$ cat src/rtl/core/max_triangle_on_diameter_macros.svh
// Assertion macros for the max_triangle_on_diameter block.
// Used by the top level; expects signals named clock and reset in scope.
`ifndef MAX_TRIANGLE_ON_DIAMETER_MACROS_SVH
`define MAX_TRIANGLE_ON_DIAMETER_MACROS_SVH

// Check a condition in the same cycle as its trigger.
`define MTD_ASSERT_NOW(lbl, trig, expr) \
   lbl: assert property (@(posedge clock) disable iff (reset) (trig) |-> (expr)) \
      else $error("max_triangle_on_diameter: same-cycle check failed");

// Check a condition in the cycle after its trigger.
`define MTD_ASSERT_NEXT(lbl, trig, expr) \
   lbl: assert property (@(posedge clock) disable iff (reset) (trig) |=> (expr)) \
      else $error("max_triangle_on_diameter: next-cycle check failed");

`endif

$ cat src/rtl/core/mtd_pkg.sv
// Shared types and constants of the max_triangle_on_diameter block.
// No dependencies; imported by every module of the block.
`default_nettype none

package mtd_pkg;

   // Width of the reported area word (17 fraction bits).
   localparam int AREA_WIDTH = 33;

   // Entries of the queue between front and back; a power of two.
   localparam int QUEUE_DEPTH = 4;

   // Queue fill state seen by both sides.
   typedef struct packed {
      logic empty;
      logic full;
   } queue_status_type;

endpackage

`default_nettype wire

$ cat src/rtl/core/mtd_front.sv
// Front end: takes point words from the command port and tags them.
// Depends on mtd_pkg for the queue status struct.
`default_nettype none

module mtd_front
   import mtd_pkg::*;
#(
   parameter int COORD_WIDTH = 16
) (
   input  logic                       clock,
   input  logic                       reset,
   input  logic                       start,
   output logic                       busy,
   input  logic [COORD_WIDTH-1:0]     req_point_x,
   input  logic [COORD_WIDTH-1:0]     req_point_y,
   input  logic                       req_last_point,
   input  queue_status_type           q_status,
   output logic                       push,
   output logic [2*COORD_WIDTH:0]     push_item
);

   localparam int ITEM_W = 2 * COORD_WIDTH + 1;

   logic              stage_vld_ff;
   logic              stage_vld_in;
   logic [ITEM_W-1:0] stage_item_ff;
   logic [ITEM_W-1:0] stage_item_in;
   logic              take;

   // Hand the staged word on whenever the queue has room.
   assign push      = stage_vld_ff && !q_status.full;
   assign push_item = stage_item_ff;

   // Stall the port only when both the stage and the queue are occupied.
   assign busy = stage_vld_ff && q_status.full;
   assign take = start && !busy;

   // Load a new word, or drop the stage once its word has left.
   always_comb begin
      stage_vld_in  = stage_vld_ff;
      stage_item_in = stage_item_ff;
      if (take) begin
         stage_vld_in  = 1'b1;
         stage_item_in = {req_point_x, req_point_y, req_last_point};
      end else if (push) begin
         stage_vld_in = 1'b0;
      end
   end

   always_ff @(posedge clock) begin
      if (reset) begin
         stage_vld_ff <= 1'b0;
      end else begin
         stage_vld_ff <= stage_vld_in;
      end
   end

   always_ff @(posedge clock) begin
      stage_item_ff <= stage_item_in;
   end

endmodule

`default_nettype wire

$ cat config.mk
export PLATFORM = sky130hd
export DESIGN_NAME = mtd_front
export DESIGN_NICKNAME = d
export VERILOG_FILES = /design/src/rtl/core/max_triangle_on_diameter_macros.svh /design/src/rtl/core/mtd_pkg.sv /design/src/rtl/core/mtd_front.sv
export SDC_FILE = /design/constraint.sdc
export NUM_CORES = 1
export LEC_CHECK = 0
export BUFFER_PORTS_ARGS = -buffer_cell sky130_fd_sc_hd__clkbuf_2
export CAP_MARGIN = 20
export CORE_ASPECT_RATIO = 1.5
export CORE_MARGIN = 2
export CORE_UTILIZATION = 45
export CTS_BUF_LIST = sky130_fd_sc_hd__clkbuf_4
export DETAILED_ROUTE_END_ITERATION = 12
export PLACE_DENSITY = 0.87
export SETUP_SLACK_MARGIN = 0.05
export SLEW_MARGIN = 0
export SYNTH_ARGS = -nofsm -noshare
export SYNTH_HDL_FRONTEND = slang
export SYNTH_SLANG_ARGS = --single-unit
$ cat constraint.sdc
create_clock -name clock -period 5.6 [get_ports clock]
set_clock_uncertainty 0.2 [all_clocks]
set_input_delay 1.12 -clock clock [delete_from_list [all_inputs] [get_ports clock]]
set_output_delay 1.12 -clock clock [all_outputs]
set_load 0.005 [all_outputs]
==> summary.txt <==
Timing
  • RSZ-0062 raised after global routing: false
  • Fin crit share: 50.8%
  • Minimum clock period: 2.85 ns
  • Final hold vios: 0
  • TNS Setup: 0 ns
  • Worst Tran Pin Value: 0.995 ns
  • Slew HR: 33.4%
  • Setup Viol. Count Final: 0
  • Fin. max-slew vios: 0
  • Fmax: 351 MHz
  • Hold WS: 0.328 ns

Finish
  • Final #Nets: 156
  • Commonest non-fill, non-tap cell in the layout: clkbuf_2
  • Ratio of cells with drive above 1 in the final layout: 68.9%
  • Antenna diodes: 0
  • Most frequent cells in the layout: clkbuf_2 (71), edfxtp_1 (33), clkbuf_4 (6)
  • Non-filler cells, final: 142
  • # fillers: 175
  • Synth-to-Final Area Change: 42.6%

Logic synthesis
  • Combinational family with the most area after synthesis: simple AND/OR/NAND/NOR gates
  • Mux cell area share after synthesis: 0%
  • Synth Warn #: 0
  • #FFs+latches synth: 34
  • Post-Synth XOR/XNOR Area: 0%
  • Post-synthesis sequential area ratio: 96.7%
  • Simple-gate portion of the synthesized area: 2.87%
  • Cells after Synth: 39
  • Mapped Area: 1050 µm²
  • Top cell type's share of synthesized area: 94.7%
  • Average size of a mapped cell: 26.8 µm²
  • Syn Nets: 77
  • Synth area leader: edfxtp_1
  • Area contributors post-synth: edfxtp_1 (95%), dfxtp_1 (1.9%), and2_4 (0.84%), and2b_2 (0.84%), nor2b_2 (0.84%)
  • Synth unique cells: 7
  • Synth Area in Compound Gates: 0.478%
  • Synth Area in Adders: 0%

Worst setup path
  • Worst-path fanout max: 3
  • CP Cell Sequence: clkbuf_2, and2b_2, clkbuf_2
  • CP max stage delay: 0.21 ns
  • Element type at the critical path end: output pin
  • Most Frequent Cell on Critical Path: clkbuf_2
  • Critical Path AT: 1.53 ns
  • Worst setup SP type: primary input
  • Critical path class: primary input to output pin
  • Required @ worst endpoint: 4.28 ns
  • Worst path slowest cell: and2b_2

Floorplanning
  • Die ar.: 2730 µm²
  • Die extent in x: 43.4 µm
  • Initial Util: 47.4%
  • Core area: 2210 µm²
  • Boundary pin count: 73
  • Die span in y: 63.1 µm
  • FP Rows: 21

Clock network
  • # resized after CTS: 0
  • Hold_buf cts: 0
  • CTS Sinks: 34
  • Clock Tree Root: clkbuf_4
  • Max H-tree Level: 2
  • Post-CTS Setup Bufs: 0
  • CTS tree: yes
  • Reg clk slew, reported paths: 0.08 ns
  • Worst skew pair latency: 0.32 ns
  • CTS buffer count: 5
  • CTS Buffer Depth: 2

Run status
  • Outcome: finished clean

Pwr
  • Internal: 0.000368 W
  • Max VDD drop: 0.241 mV
  • Net Sw Frac: 20.3%
  • Leak Pwr: 0.678 nW
  • Clock power share: 27.1%
  • Sequential power share: 65.1%
  • Pwr Density: 309 nW/µm²
  • Comb pwr share: 7.8%
  • Net Switching: 0.0000936 W

Detailed routing
  • Post-Route WL: 2010 µm
  • Met2 routed WL: 1160 µm
  • Drt drc: 0
  • Pre-antenna DRT Iters: 4
  • Top sig layer: met4
  • Wire length on met1: 596 µm
  • Routed Antenna Nets: 0
  • DR WL/cell: 14.1 µm
  • Total number of vias: 661
  • Post-DR vias/cell: 4.65
  • Initial drt markers: 19
  • Met3 wire length: 215 µm

Placed design
  • Port Buf Inserts: 71
  • Placed cell count: 134
  • Routability cong.: 0.708

GRT
  • Total grt overflow: 0
  • Largest net degree at the start of global routing: 22
  • Global Route Usage Sum: 16.8%
  • Initial antenna violation count: 0
  • First-pass GRT wire length: 3070 µm
  • Vias in the first global route: 713

Job
  • Max-cap violations: 0

Min path
  • Hold crit path type: flop to flop
## power groups by stage
stage	Sequential, W	Combinational (W)	Clock [W]
5_1_grt	0.000302	0.0000395	0.000142
2_1_floorplan	0.000308	0.00000609	0
3_5_place_dp	0.000307	0.0000364	0
4_1_cts	0.000301	0.0000366	0.000130
6_report	0.000300	0.0000359	0.000125
3_3_place_gp	0.000305	0.0000348	0
## cell type report
cell class	count	area (µm²)	area share (%)
clock inverters	2	8.76	0.587
well taps	23	28.8	1.93
repair buffers	72	363	24.3
flip-flops and latches	34	1010	67.8
clock buffers	6	45.0	3.02
multi-input cells	5	35.0	2.35
## state kept, by name, summed over array words and instances (netlist names)
| signal | cells |
|---|---|
| push_item | 33 |
| stage_vld_ff | 1 |
## per-layer routing
layer / up-vias / GRT usage (%)
met3: 4 / 10.0
met5: - / 0
met4: 0 / 11.4
met1: 305 / 14.3
li1: 310 / -
met2: 42 / 27.4
## critical path: cells and delay by family
kind          cells  cell delay, ns
simple gates      1            0.21
buf+inv           2            0.19
## cells by family after synthesis
family,after synthesis
flip-flops,34
AND/OR/NAND/NOR,4
AO/OA/AOI/OAI,1
## path summary, 6_finish.rpt
path / end / depth (start not counted) / slack, ns / startpoint
worst min register to register: stage_vld_ff / 2 / 0.33 / stage_vld_ff
worst min-delay path: stage_vld_ff / 2 / 0.33 / stage_vld_ff
worst max register to register: push_item[9] / 3 / 3.51 / stage_vld_ff
worst max-delay path: push / 3 / 2.75 / q_status[0]
## cells in the mapped netlist (all sizes together)
cell type  instances
a21oi              1
and2               1
and2b              1
dfxtp              1
edfxtp            33
nor2               1
nor2b              1
## stage by stage
step	area (µm²)	power [W]	worst slack (ns)	utilization, %
6_report	1490	0.000461	2.75	67.6
5_1_grt	1490	0.000484	2.73	67.6
4_1_cts	1490	0.000468	2.75	67.6
3_5_place_dp	1440	0.000343	2.59	65.1
3_3_place_gp	1440	0.000340	2.68	65.1
2_1_floorplan	1050	0.000314	2.84	-
Power figures use the tool's default switching activity.
