File: src/rtl/core/max_triangle_on_diameter_macros.svh
// Assertion macros for the max_triangle_on_diameter block.
// Used by the top level; expects signals named clock and reset in scope.
`ifndef MAX_TRIANGLE_ON_DIAMETER_MACROS_SVH
`define MAX_TRIANGLE_ON_DIAMETER_MACROS_SVH

// Check a condition in the same cycle as its trigger.
`define MTD_ASSERT_NOW(lbl, trig, expr) \
   lbl: assert property (@(posedge clock) disable iff (reset) (trig) |-> (expr)) \
      else $error("max_triangle_on_diameter: same-cycle check failed");

// Check a condition in the cycle after its trigger.
`define MTD_ASSERT_NEXT(lbl, trig, expr) \
   lbl: assert property (@(posedge clock) disable iff (reset) (trig) |=> (expr)) \
      else $error("max_triangle_on_diameter: next-cycle check failed");

`endif

File: src/rtl/core/mtd_pkg.sv
// Shared types and constants of the max_triangle_on_diameter block.
// No dependencies; imported by every module of the block.
`default_nettype none

package mtd_pkg;

   // Width of the reported area word (17 fraction bits).
   localparam int AREA_WIDTH = 33;

   // Entries of the queue between front and back; a power of two.
   localparam int QUEUE_DEPTH = 4;

   // Queue fill state seen by both sides.
   typedef struct packed {
      logic empty;
      logic full;
   } queue_status_type;

endpackage

`default_nettype wire

File: src/rtl/core/mtd_queue.sv
// Small register queue between the front end and the compute engine.
// Depends on mtd_pkg for the depth and the status struct.
`default_nettype none

module mtd_queue
   import mtd_pkg::*;
#(
   parameter int ITEM_W = 33
) (
   input  logic              clock,
   input  logic              reset,
   input  logic              push,
   input  logic [ITEM_W-1:0] push_item,
   input  logic              pop,
   output logic [ITEM_W-1:0] pop_item,
   output queue_status_type  q_status
);

   localparam int PTR_W = $clog2(QUEUE_DEPTH);
   localparam int CNT_W = $clog2(QUEUE_DEPTH + 1);

   logic [ITEM_W-1:0] slot_ff [QUEUE_DEPTH];
   logic [PTR_W-1:0]  wr_ptr_ff;
   logic [PTR_W-1:0]  wr_ptr_in;
   logic [PTR_W-1:0]  rd_ptr_ff;
   logic [PTR_W-1:0]  rd_ptr_in;
   logic [CNT_W-1:0]  count_ff;
   logic [CNT_W-1:0]  count_in;

   assign q_status.empty = (count_ff == '0);
   assign q_status.full  = (count_ff == CNT_W'(QUEUE_DEPTH));
   assign pop_item       = slot_ff[rd_ptr_ff];

   // Advance pointers; they wrap on their own since the depth is a power of two.
   always_comb begin
      wr_ptr_in = push ? wr_ptr_ff + PTR_W'(1) : wr_ptr_ff;
      rd_ptr_in = pop  ? rd_ptr_ff + PTR_W'(1) : rd_ptr_ff;
      count_in  = count_ff;
      if (push && !pop) begin
         count_in = count_ff + CNT_W'(1);
      end else if (pop && !push) begin
         count_in = count_ff - CNT_W'(1);
      end
   end

   always_ff @(posedge clock) begin
      if (reset) begin
         wr_ptr_ff <= '0;
         rd_ptr_ff <= '0;
         count_ff  <= '0;
      end else begin
         wr_ptr_ff <= wr_ptr_in;
         rd_ptr_ff <= rd_ptr_in;
         count_ff  <= count_in;
      end
   end

   always_ff @(posedge clock) begin
      if (push) begin
         slot_ff[wr_ptr_ff] <= push_item;
      end
   end

endmodule

`default_nettype wire

File: config.mk
export PLATFORM = sky130hd
export DESIGN_NAME = mtd_queue
export DESIGN_NICKNAME = d
export VERILOG_FILES = /design/src/rtl/core/max_triangle_on_diameter_macros.svh /design/src/rtl/core/mtd_pkg.sv /design/src/rtl/core/mtd_queue.sv
export SDC_FILE = /design/constraint.sdc
export NUM_CORES = 1
export LEC_CHECK = 0
export ABC_AREA = 0
export BUFFER_PORTS_ARGS = -buffer_cell sky130_fd_sc_hd__buf_2
export CORE_ASPECT_RATIO = 2
export CORE_MARGIN = 1.5
export CORE_UTILIZATION = 51
export DETAILED_ROUTE_END_ITERATION = 12
export GPL_TIMING_DRIVEN = 0
export PLACE_DENSITY = 0.79
export SLEW_MARGIN = 25
export SYNTH_ARGS = -nofsm -noshare
export SYNTH_HDL_FRONTEND = slang
export SYNTH_SLANG_ARGS = --single-unit
File: constraint.sdc
create_clock -name clock -period 1.79 [get_ports clock]
set_input_delay 0.0895 -clock clock [delete_from_list [all_inputs] [get_ports clock]]
set_output_delay 0.0895 -clock clock [all_outputs]
set_load 0.05 [all_outputs]
==> results.py, run 1 <==
metrics = {
    "flow_run": {
        "max_cap_viol_count": 0,
    },
    "floorplanning": {
        "fp.dieArea_um2": 10900,
        "num_rows": 52,
        "design.core.area_um2": 10100,
        "die_y_um": 146,
        "initial_utilization": 0.519,
        "ios": 72,
        "fp.dieW_um": 74.7,
    },
    "yosys": {
        "avgSynthCellArea_um2": 24.1,
        "syn-num-nets": 260,
        "yosysWarnings": 0,
        "yosysSeqAreaShare": 0.791,
        "post_synth_num_cell_types": 22,
        "synth-seq-cells": 141,
        "synthCells": 217,
        "synth_area_um2": 5240,
    },
    "grt": {
        "antenna_found_initial": 0,
        "grt_usage": 0.203,
        "grt_max_degree": 24,
        "grt_pass1_wl_um": 15400,
        "first_global_vias": 2973,
        "gr-total-overflow": 0,
    },
    "clock_network": {
        "post_cts_buffers": 0,
        "numCtsBuffers": 17,
        "clkLatencyLatePin_ps": 410,
        "root_buffer": "clkbuf_16",
        "cts_htree_levels": 4,
        "clock-sinks": 141,
        "tritoncts": "built",
        "clk_pin_slew_ps": 60,
        "clockBufferDepth": 2,
    },
    "critical_path": {
        "cp_slowest_cell": "mux4_2",
        "path_max_fanout": 9,
        "r2r_setup_slack_ps": 200,
        "r2r-end": "count_ff[2]$_SDFFE_PP0P_",
        "end_kind": "output pin",
        "cp-endpoint": "pop_item[21]",
        "ff2ff_path_depth": 4,
        "critical_path_class": "register to output pin",
        "crit_family": "multiplexers",
        "crit_buf_inv": 3,
        "cp.depth": 4,
        "crit_chain": "buf_12 > clkbuf_16 > mux4_2 > buf_6",
        "critical_path.max_stage_delay_ps": 520,
        "startpoint_type": "register",
        "critPathArrivalTime_ps": 1770,
        "required_ps": 1700,
        "r2r_start": "count_ff[0]$_SDFFE_PP0P_",
    },
    "detailed_routing": {
        "wl_um": 9840,
        "ant_nets": 0,
        "vias": 2580,
        "dr.pass1.iters": 4,
        "viasPerCell": 5.20,
        "drcViolationCount": 0,
        "post_drt_wl_per_cell_um": 19.8,
        "drt_iter0_drc": 184,
    },
    "cells_and_area": {
        "utilization": 0.708,
        "num-fill-cells": 605,
        "area_growth_pct": 36.2,
        "num-nets-final": 391,
        "diodes": 0,
        "drive_above_1_share": 0.410,
    },
    "sta": {
        "rsz0062_at_grt": "true",
        "clock_skew_ps": 5.16,
        "fin_crit_sh": 1.04,
        "maxSlewViolCount": 0,
        "setup_viol": 31,
        "finalSetupTns_ps": -956,
        "worst_slew_pin_slew_ps": 469,
        "holdWs_ps": 35.2,
        "relSlewSlack": 0.687,
        "fin_ws_ps": -65.4,
        "hold_violations": 0,
        "period_minus_slack_ps": 1860,
        "fmax_mhz": 539,
    },
    "run_status": {
        "violations": "setup timing",
        "status": "complete, but fails checks",
    },
    "power": {
        "powerDensity_nw_per_um2": 1260,
        "total_power_mw": 8.97,
        "cellLeakagePower_nw": 2.53,
        "peakVddDrop_v": 0.000964,
    },
    "placement": {
        "gp_congestion": 0.696,
        "port_buffers": 70,
        "dpl.hpwl_um": 5790,
    },
    "hold_path": {
        "hold_class": "primary input to register",
    },
}
-- flip-flops by register name, indices dropped and copies added, names as in the netlist, named ones only --
| register | cells |
|---|---|
| wr_ptr_ff | 2 |
| rd_ptr_ff | 2 |
| count_ff | 3 |
| slot_ff | 132 |
-- worst min path at each step --
stage | from | to | slack [ps] | cells past startpoint
final | reset | count_ff[1]$_SDFFE_PP0P_ | 40 | 2
after global routing | push | wr_ptr_ff[0]$_SDFFE_PP0P_ | 50 | 3
after CTS | reset | count_ff[1]$_SDFFE_PP0P_ | 3 | 2
after detailed placement | push_item[12] | slot_ff[2][12]$_DFFE_PP_ | 310 | 1
after global placement | push_item[8] | slot_ff[3][8]$_DFFE_PP_ | 300 | 1
after floorplan | push_item[0] | slot_ff[0][0]$_DFFE_PP_ | 190 | 0
-- cell usage after synthesis --
| cell type | number | area, um2 |
|---|---|---|
| a21oi_1 | 1 | 5.00 |
| and2_1 | 4 | 25.0 |
| buf_12 | 3 | 60.1 |
| buf_2 | 3 | 15.0 |
| buf_6 | 1 | 11.3 |
| clkbuf_1 | 2 | 7.51 |
| dfxtp_1 | 9 | 180 |
| edfxtp_1 | 132 | 3960 |
| fa_1 | 1 | 20.0 |
| ha_1 | 5 | 62.6 |
| inv_1 | 4 | 15.0 |
| mux2i_1 | 2 | 20.0 |
| mux4_1 | 3 | 78.8 |
| mux4_2 | 30 | 676 |
| nand2_1 | 1 | 3.75 |
| nor2_1 | 7 | 26.3 |
| nor3_1 | 1 | 5.00 |
| nor3b_1 | 1 | 7.51 |
| o21ai_0 | 1 | 5.00 |
| or3_1 | 1 | 6.26 |
| xnor2_1 | 2 | 17.5 |
| xor2_1 | 3 | 26.3 |
-- layer usage --
layer  vias up  global-route usage  wire, um
met5         -                   0         0
met4         0              0.0827       140
met3        12              0.0518       388
met2        70               0.356      5780
met1      1332               0.227      3530
li1       1166                   -         -
-- cell usage in the layout (no fill, tap or decap), types with 5 or more instances in the layout --
master         instances
buf_12                 7
clkbuf_16             19
ha_1                   5
buf_6                 32
buf_2                 37
dfxtp_1                8
bufinv_16              5
nor2_1                 7
dlygate4sd3_1         35
mux4_2                30
edfxtp_1             132
-- per-stage QoR --
| stage | worst slack, ps | cells | instance area (um2) |
|---|---|---|---|
| 6_report | -65.4 | 496 | 7140 |
| 2_1_floorplan | 42.8 | 217 | 5240 |
| 4_1_cts | -96.1 | 494 | 7070 |
| 5_1_grt | -107 | 496 | 7140 |
| 3_3_place_gp | -527 | 422 | 5760 |
| 3_5_place_dp | 169 | 426 | 5850 |
-- power by group --
| group | switching (mW) | internal [mW] |
|---|---|---|
| Sequential | 0.0561 | 3.78 |
| Clock | 1.24 | 2.45 |
| Combinational | 0.830 | 0.612 |
-- timing repair --
item / 4_1_cts / 5_1_grt
resized for setup: 71 / 6
pin swaps: 0 / 0
hold buffers: 35 / 0
setup endpoints to repair: 31 / 33
cloned: 1 / 2
endpoints found under the hold margin: 133 / 0
-- cells by family (layout without fill, tap and decap cells) --
group                    count (synthesis)  count (layout)  share of synthesized area
multiplexers                            35              35                      0.148
flip-flops                             141             141                      0.791
XOR/XNOR                                 5               5                    0.00836
adder cells (fa/ha/maj)                  6               6                     0.0158
AO/OA/AOI/OAI                            2               2                    0.00191
AND/OR/NAND/NOR                         15              15                     0.0141
buffers and inverters                   13             157                     0.0208
-- area by class of cell --
cell class                      instances  area, um2  area share
Sequential cell                       141       4150       0.581
Timing Repair Buffer                  112       1080       0.151
Multi-Input combinational cell         63        990       0.139
Clock buffer                           19        433      0.0607
Clock inverter                         13        196      0.0275
Tap cell                              135        169      0.0237
Buffer                                  9        111      0.0156
Inverter                                4       15.0     0.00210
Power figures use the tool's default switching activity.
==> run 2, diff against run 1 <==
--- a/config.mk
+++ b/config.mk
@@ -9,10 +9,10 @@
 export BUFFER_PORTS_ARGS = -buffer_cell sky130_fd_sc_hd__buf_2
 export CORE_ASPECT_RATIO = 2
 export CORE_MARGIN = 1.5
-export CORE_UTILIZATION = 51
+export CORE_UTILIZATION = 30
 export DETAILED_ROUTE_END_ITERATION = 12
 export GPL_TIMING_DRIVEN = 0
-export PLACE_DENSITY = 0.79
+export PLACE_DENSITY = 0.53
 export SLEW_MARGIN = 25
 export SYNTH_ARGS = -nofsm -noshare
 export SYNTH_HDL_FRONTEND = slang
==> constraint.sdc (replaced) <==
create_clock -name clock -period 1.79 [get_ports clock]
set_input_delay 0.0895 -clock clock [delete_from_list [all_inputs] [get_ports clock]]
set_output_delay 0.0895 -clock clock [all_outputs]
set_load 0.01 [all_outputs]
==> run 2 against run 1 <==
The flow still finishes with violations (setup timing). Die area grew 68%. Total power down 1.3%. Wire length grew 3.7%. Final area up 1.9%. Critical endpoint is now pop_item[30]. Largest cell class unchanged. Combinational power fell by 29%.
==> results.py, run 2 (synthesis results as in run 1) <==
metrics = {
    "detailed_routing": {
        "ant_nets": 0,
        "drt_iter0_drc": 115,
        "post_drt_wl_per_cell_um": 17.9,
        "drcViolationCount": 0,
        "dr.pass1.iters": 6,
        "wl_um": 10200,
        "viasPerCell": 4.38,
        "vias": 2502,
    },
    "floorplanning": {
        "initial_utilization": 0.305,
        "num_rows": 68,
        "ios": 72,
        "design.core.area_um2": 17200,
        "fp.dieW_um": 96.4,
        "fp.dieArea_um2": 18300,
        "die_y_um": 190,
    },
    "critical_path": {
        "r2r_setup_slack_ps": 130,
        "critical_path_class": "register to output pin",
        "startpoint_type": "register",
        "critPathArrivalTime_ps": 1740,
        "end_kind": "output pin",
        "r2r-end": "slot_ff[0][9]$_DFFE_PP_",
        "ff2ff_path_depth": 4,
        "path_max_fanout": 5,
        "r2r_start": "wr_ptr_ff[0]$_SDFFE_PP0P_",
        "required_ps": 1700,
    },
    "sta": {
        "hold_violations": 0,
        "holdWs_ps": 30.6,
        "clock_skew_ps": 8.07,
        "fmax_mhz": 547,
        "period_minus_slack_ps": 1830,
        "fin_crit_sh": 1.02,
        "setup_viol": 27,
        "rsz0062_at_grt": "true",
        "relSlewSlack": 0.596,
        "maxSlewViolCount": 0,
        "fin_ws_ps": -39.3,
        "worst_slew_pin_slew_ps": 605,
    },
    "cells_and_area": {
        "drive_above_1_share": 0.421,
        "diodes": 0,
        "utilization": 0.423,
        "area_growth_pct": 38.9,
        "num-nets-final": 391,
        "layout_common_cells": "edfxtp_1, buf_2, dlygate4sd3_1",
        "multi_input_area_um2": 991,
        "regMostFlops": "slot_ff",
        "final_common_cell": "edfxtp_1",
        "seqCellArea_um2": 4150,
        "final_cells": 571,
        "largest_reg_flops": 132,
        "num-fill-cells": 1567,
        "reg_top3": "slot_ff (132), count_ff (3)",
    },
    "clock_network": {
        "tritoncts": "built",
        "clkLatencyLatePin_ps": 410,
        "root_buffer": "clkbuf_16",
        "clk_pin_slew_ps": 60,
        "clock-sinks": 141,
        "numCtsBuffers": 17,
        "cts_htree_levels": 4,
        "clockBufferDepth": 2,
    },
    "grt": {
        "grt_usage": 0.122,
        "gr-total-overflow": 0,
        "grt_max_degree": 20,
        "first_global_vias": 2824,
        "grt_pass1_wl_um": 15600,
        "antenna_found_initial": 0,
    },
    "hold_path": {
        "min_path_cells": 2,
        "hold_class": "primary input to register",
        "hp-start": "reset",
        "hold_end": "wr_ptr_ff[1]$_SDFFE_PP0P_",
    },
    "placement": {
        "dpl.hpwl_um": 6620,
        "gp_congestion": 0.631,
        "placed_cells": 501,
        "port_buffers": 70,
    },
    "flow_run": {
        "max_cap_viol_count": 0,
    },
    "run_status": {
        "violations": "setup timing",
        "status": "complete, but fails checks",
    },
    "power": {
        "cellLeakagePower_nw": 2.55,
        "powerDensity_nw_per_um2": 1220,
        "peakVddDrop_v": 0.000698,
    },
}
run 2: changes by cell type in the layout (fill, tap and decap cells not counted), sizes merged:
cell,change
bufinv,+2
buf,+1
clkinv,-1
clkinvlp,-1
dlygate4sd3,-1
run 2: worst max-delay path by stage:
stage                                          from                       end  cells past startpoint
after floorplan           wr_ptr_ff[0]$_SDFFE_PP0P_   slot_ff[2][0]$_DFFE_PP_                      3
after global placement    wr_ptr_ff[0]$_SDFFE_PP0P_   slot_ff[2][9]$_DFFE_PP_                      3
after detailed placement  wr_ptr_ff[0]$_SDFFE_PP0P_  slot_ff[1][17]$_DFFE_PP_                      3
after CTS                                  register               pop_item[5]                      4
after global routing                       register              pop_item[30]                      4
final                                      register              pop_item[30]                      4
run 2: worst max-delay path, cell delays in order, from the launching register on:
cell and delay, ps:
dfxtp_4 370, buf_12 140, buf_12 130, mux4_2 540
buf_6 150
run 2: area by class of cell:
type,instances,area share
repair buffers,113,0.148
plain buffers,8,0.0146
flip-flops and latches,141,0.570
clock buffers,19,0.0595
multi-input cells,63,0.136
inverters,4,0.00206
well taps,210,0.0361
clock inverters,13,0.0335
run 2: routing by layer:
metal | routed length, um | vias to the layer above | global-route usage
met1 | 3800 | 1284 | 0.127
met4 | 175 | 0 | 0.0619
li1 | - | 1163 | -
met5 | 0 | - | 0
met3 | 223 | 8 | 0.0272
met2 | 6010 | 47 | 0.222
run 2: per-stage QoR:
stage	setup WS (ps)	total power [mW]	area, um2	TNS [ps]
after global routing	-102	9.20	7270	-2430
final	-39.3	8.86	7270	-381
after global placement	-647	4.65	5850	-84500
after detailed placement	88.6	4.71	5970	0
after CTS	-80.7	8.89	7110	-1340
after floorplan	42.8	4.36	5240	0
run 2: power by group:
part	switching, mW	total, mW	internal (mW)
combinational	0.440	1.02	0.582
clock	1.26	4.00	2.74
sequential	0.0563	3.84	3.78
run 2: timing repair:
action                                  CTS  global route
hold endpoints to repair                133             0
resized for setup                        20            20
hold buffers                             34             0
gates cloned                              1             3
buffers inserted                          1             0
endpoints found under the setup margin   30            32
pin swaps                                 0             0
==> run 3, diff against run 2 <==
--- a/config.mk
+++ b/config.mk
@@ -12,6 +12,7 @@
 export CORE_UTILIZATION = 30
 export DETAILED_ROUTE_END_ITERATION = 12
 export GPL_TIMING_DRIVEN = 0
+export MAX_ROUTING_LAYER = met4
 export PLACE_DENSITY = 0.53
 export SLEW_MARGIN = 25
 export SYNTH_ARGS = -nofsm -noshare
==> constraint.sdc (replaced) <==
create_clock -name clock -period 1.6 [get_ports clock]
set_input_delay 0.08 -clock clock [delete_from_list [all_inputs] [get_ports clock]]
set_output_delay 0.08 -clock clock [all_outputs]
set_load 0.01 [all_outputs]
==> run 3 against run 2 <==
The run still ends with setup timing left. Clock power is essentially flat. Final cell count shrank 1.2%. Setup slack lost 160 ps. Non-clock buffer count shrank 5. Wire length shrank 4.0%. Via count grew 0.20%. Final area shrank 3.4%. Flip-flop and latch count is the same. Register-to-register slack lost 40 ps. Clock skew shrank 3.6 ps.
==> results.py, run 3 (synthesis results as in run 1) <==
metrics = {
    "critical_path": {
        "end_kind": "output pin",
        "cp_slowest_cell": "mux4_2",
        "crit_buf_inv": 3,
        "critical_path.max_stage_delay_ps": 530,
        "critPathArrivalTime_ps": 1720,
        "startpoint_type": "register",
        "path_max_fanout": 10,
        "crit_family": "multiplexers",
        "crit_chain": "buf_12 > buf_12 > mux4_2 > buf_6",
        "required_ps": 1520,
        "critical_path_class": "register to output pin",
        "crit_path_frequent_cell": "buf_12",
    },
    "sta": {
        "fin_ws_ps": -200,
        "fin_crit_sh": 1.12,
        "relSlewSlack": 0.625,
        "setup_viol": 33,
        "clock_skew_ps": 4.42,
        "holdWs_ps": 20.0,
        "fmax_mhz": 556,
        "worst_slew_pin_slew_ps": 563,
        "rsz0062_at_grt": "true",
        "maxSlewViolCount": 0,
        "finalSetupTns_ps": -5500,
        "hold_violations": 0,
        "period_minus_slack_ps": 1800,
    },
    "grt": {
        "grt_max_degree": 34,
        "grt_usage": 0.121,
        "first_global_vias": 2801,
        "gr-total-overflow": 0,
        "antenna_found_initial": 0,
        "grt_pass1_wl_um": 15000,
    },
    "power": {
        "cellLeakagePower_nw": 2.44,
        "total_power_mw": 9.34,
        "powerDensity_nw_per_um2": 1330,
        "peakVddDrop_v": 0.000702,
    },
    "run_status": {
        "status": "complete, but fails checks",
        "violations": "setup timing",
    },
    "placement": {
        "port_buffers": 70,
        "gp_congestion": 0.670,
        "post_dp_cell_area_um2": 5860,
        "dpl.hpwl_um": 5990,
    },
    "detailed_routing": {
        "viasPerCell": 4.45,
        "dr.pass1.iters": 4,
        "dr_wl_met3_um": 275,
        "vias": 2507,
        "wl_um": 9800,
        "wl_met2_um": 5760,
        "m1WireLength_um": 3490,
        "drt_iter0_drc": 85,
        "ant_nets": 0,
        "top_layer_used": "met4",
        "post_drt_wl_per_cell_um": 17.4,
        "drcViolationCount": 0,
    },
    "floorplanning": {
        "fp.dieW_um": 96.4,
        "ios": 72,
        "die_y_um": 190,
        "num_rows": 68,
        "design.core.area_um2": 17200,
        "fp.dieArea_um2": 18300,
        "initial_utilization": 0.305,
    },
    "cells_and_area": {
        "area_growth_pct": 34.1,
        "drive_above_1_share": 0.418,
        "num-nets-final": 386,
        "final_common_cell": "edfxtp_1",
        "seqCellArea_um2": 4150,
        "reg_top3": "slot_ff (132), count_ff (3)",
        "fin_area_um2": 7020,
        "num-fill-cells": 1574,
        "largest_reg_flops": 132,
        "layout_common_cells": "edfxtp_1, buf_2, dlygate4sd3_1",
        "multi_input_area_um2": 983,
        "diodes": 0,
        "regMostFlops": "slot_ff",
        "utilization": 0.409,
    },
    "clock_network": {
        "clk_pin_slew_ps": 60,
        "clock-sinks": 141,
        "root_buffer": "clkbuf_16",
        "tritoncts": "built",
        "clockBufferDepth": 2,
        "cts_htree_levels": 4,
        "numCtsBuffers": 17,
        "clkLatencyLatePin_ps": 410,
    },
    "flow_run": {
        "max_cap_viol_count": 0,
    },
    "hold_path": {
        "hold_class": "primary input to register",
    },
}
==> run 3: worst reg2reg max path, cell delays in order (launching register included) <==
cell and delay [ps]:
dfxtp_1 350, fa_1 450, xor2_1 180, or3_1 320, a21oi_1 140
==> run 3: area by class of cell <==
class,count,share of cell area
plain buffers,8,0.0151
clock inverters,13,0.0249
clock buffers,17,0.0606
well taps,210,0.0374
multi-input cells,63,0.140
inverters,4,0.00214
repair buffers,108,0.129
flip-flops and latches,141,0.590
==> run 3: repair_timing <==
item / 4_1_cts / 5_1_grt
hold endpoints to repair: 134 / 0
buffers inserted: 2 / 1
setup endpoints to repair: 165 / 33
gates resized for setup: 33 / 12
gates cloned: 1 / 0
hold buffers: 34 / 0
==> run 3: power breakdown <==
part	switching, mW	internal [mW]	total (mW)
Combinational	0.482	0.601	1.08
Clock	1.40	2.57	3.97
Sequential	0.0602	4.23	4.29
==> run 3: worst paths after layout <==
check	endpoint	start	slack, ps	depth (start not counted)
worst min-delay path	wr_ptr_ff[0]$_SDFFE_PP0P_	reset	20	2
worst min register to register	rd_ptr_ff[0]$_SDFFE_PP0P_	rd_ptr_ff[0]$_SDFFE_PP0P_	540	2
worst max-delay path	pop_item[31]	register	-200	4
worst max register to register	count_ff[2]$_SDFFE_PP0P_	count_ff[0]$_SDFFE_PP0P_	90	4
==> run 3: layer usage <==
metal	track usage	vias to the layer above
li1	-	1144
met1	0.121	1297
met2	0.210	51
met3	0.0268	15
met4	0.0674	0
met5	-	-
==> run 3: metrics by stage <==
| step | cells | setup WS, ps |
|---|---|---|
| 2_1_floorplan | 217 | 189 |
| 3_3_place_gp | 497 | -156 |
| 3_5_place_dp | 497 | -232 |
| 4_1_cts | 563 | -259 |
| 5_1_grt | 564 | -275 |
| 6_report | 564 | -200 |
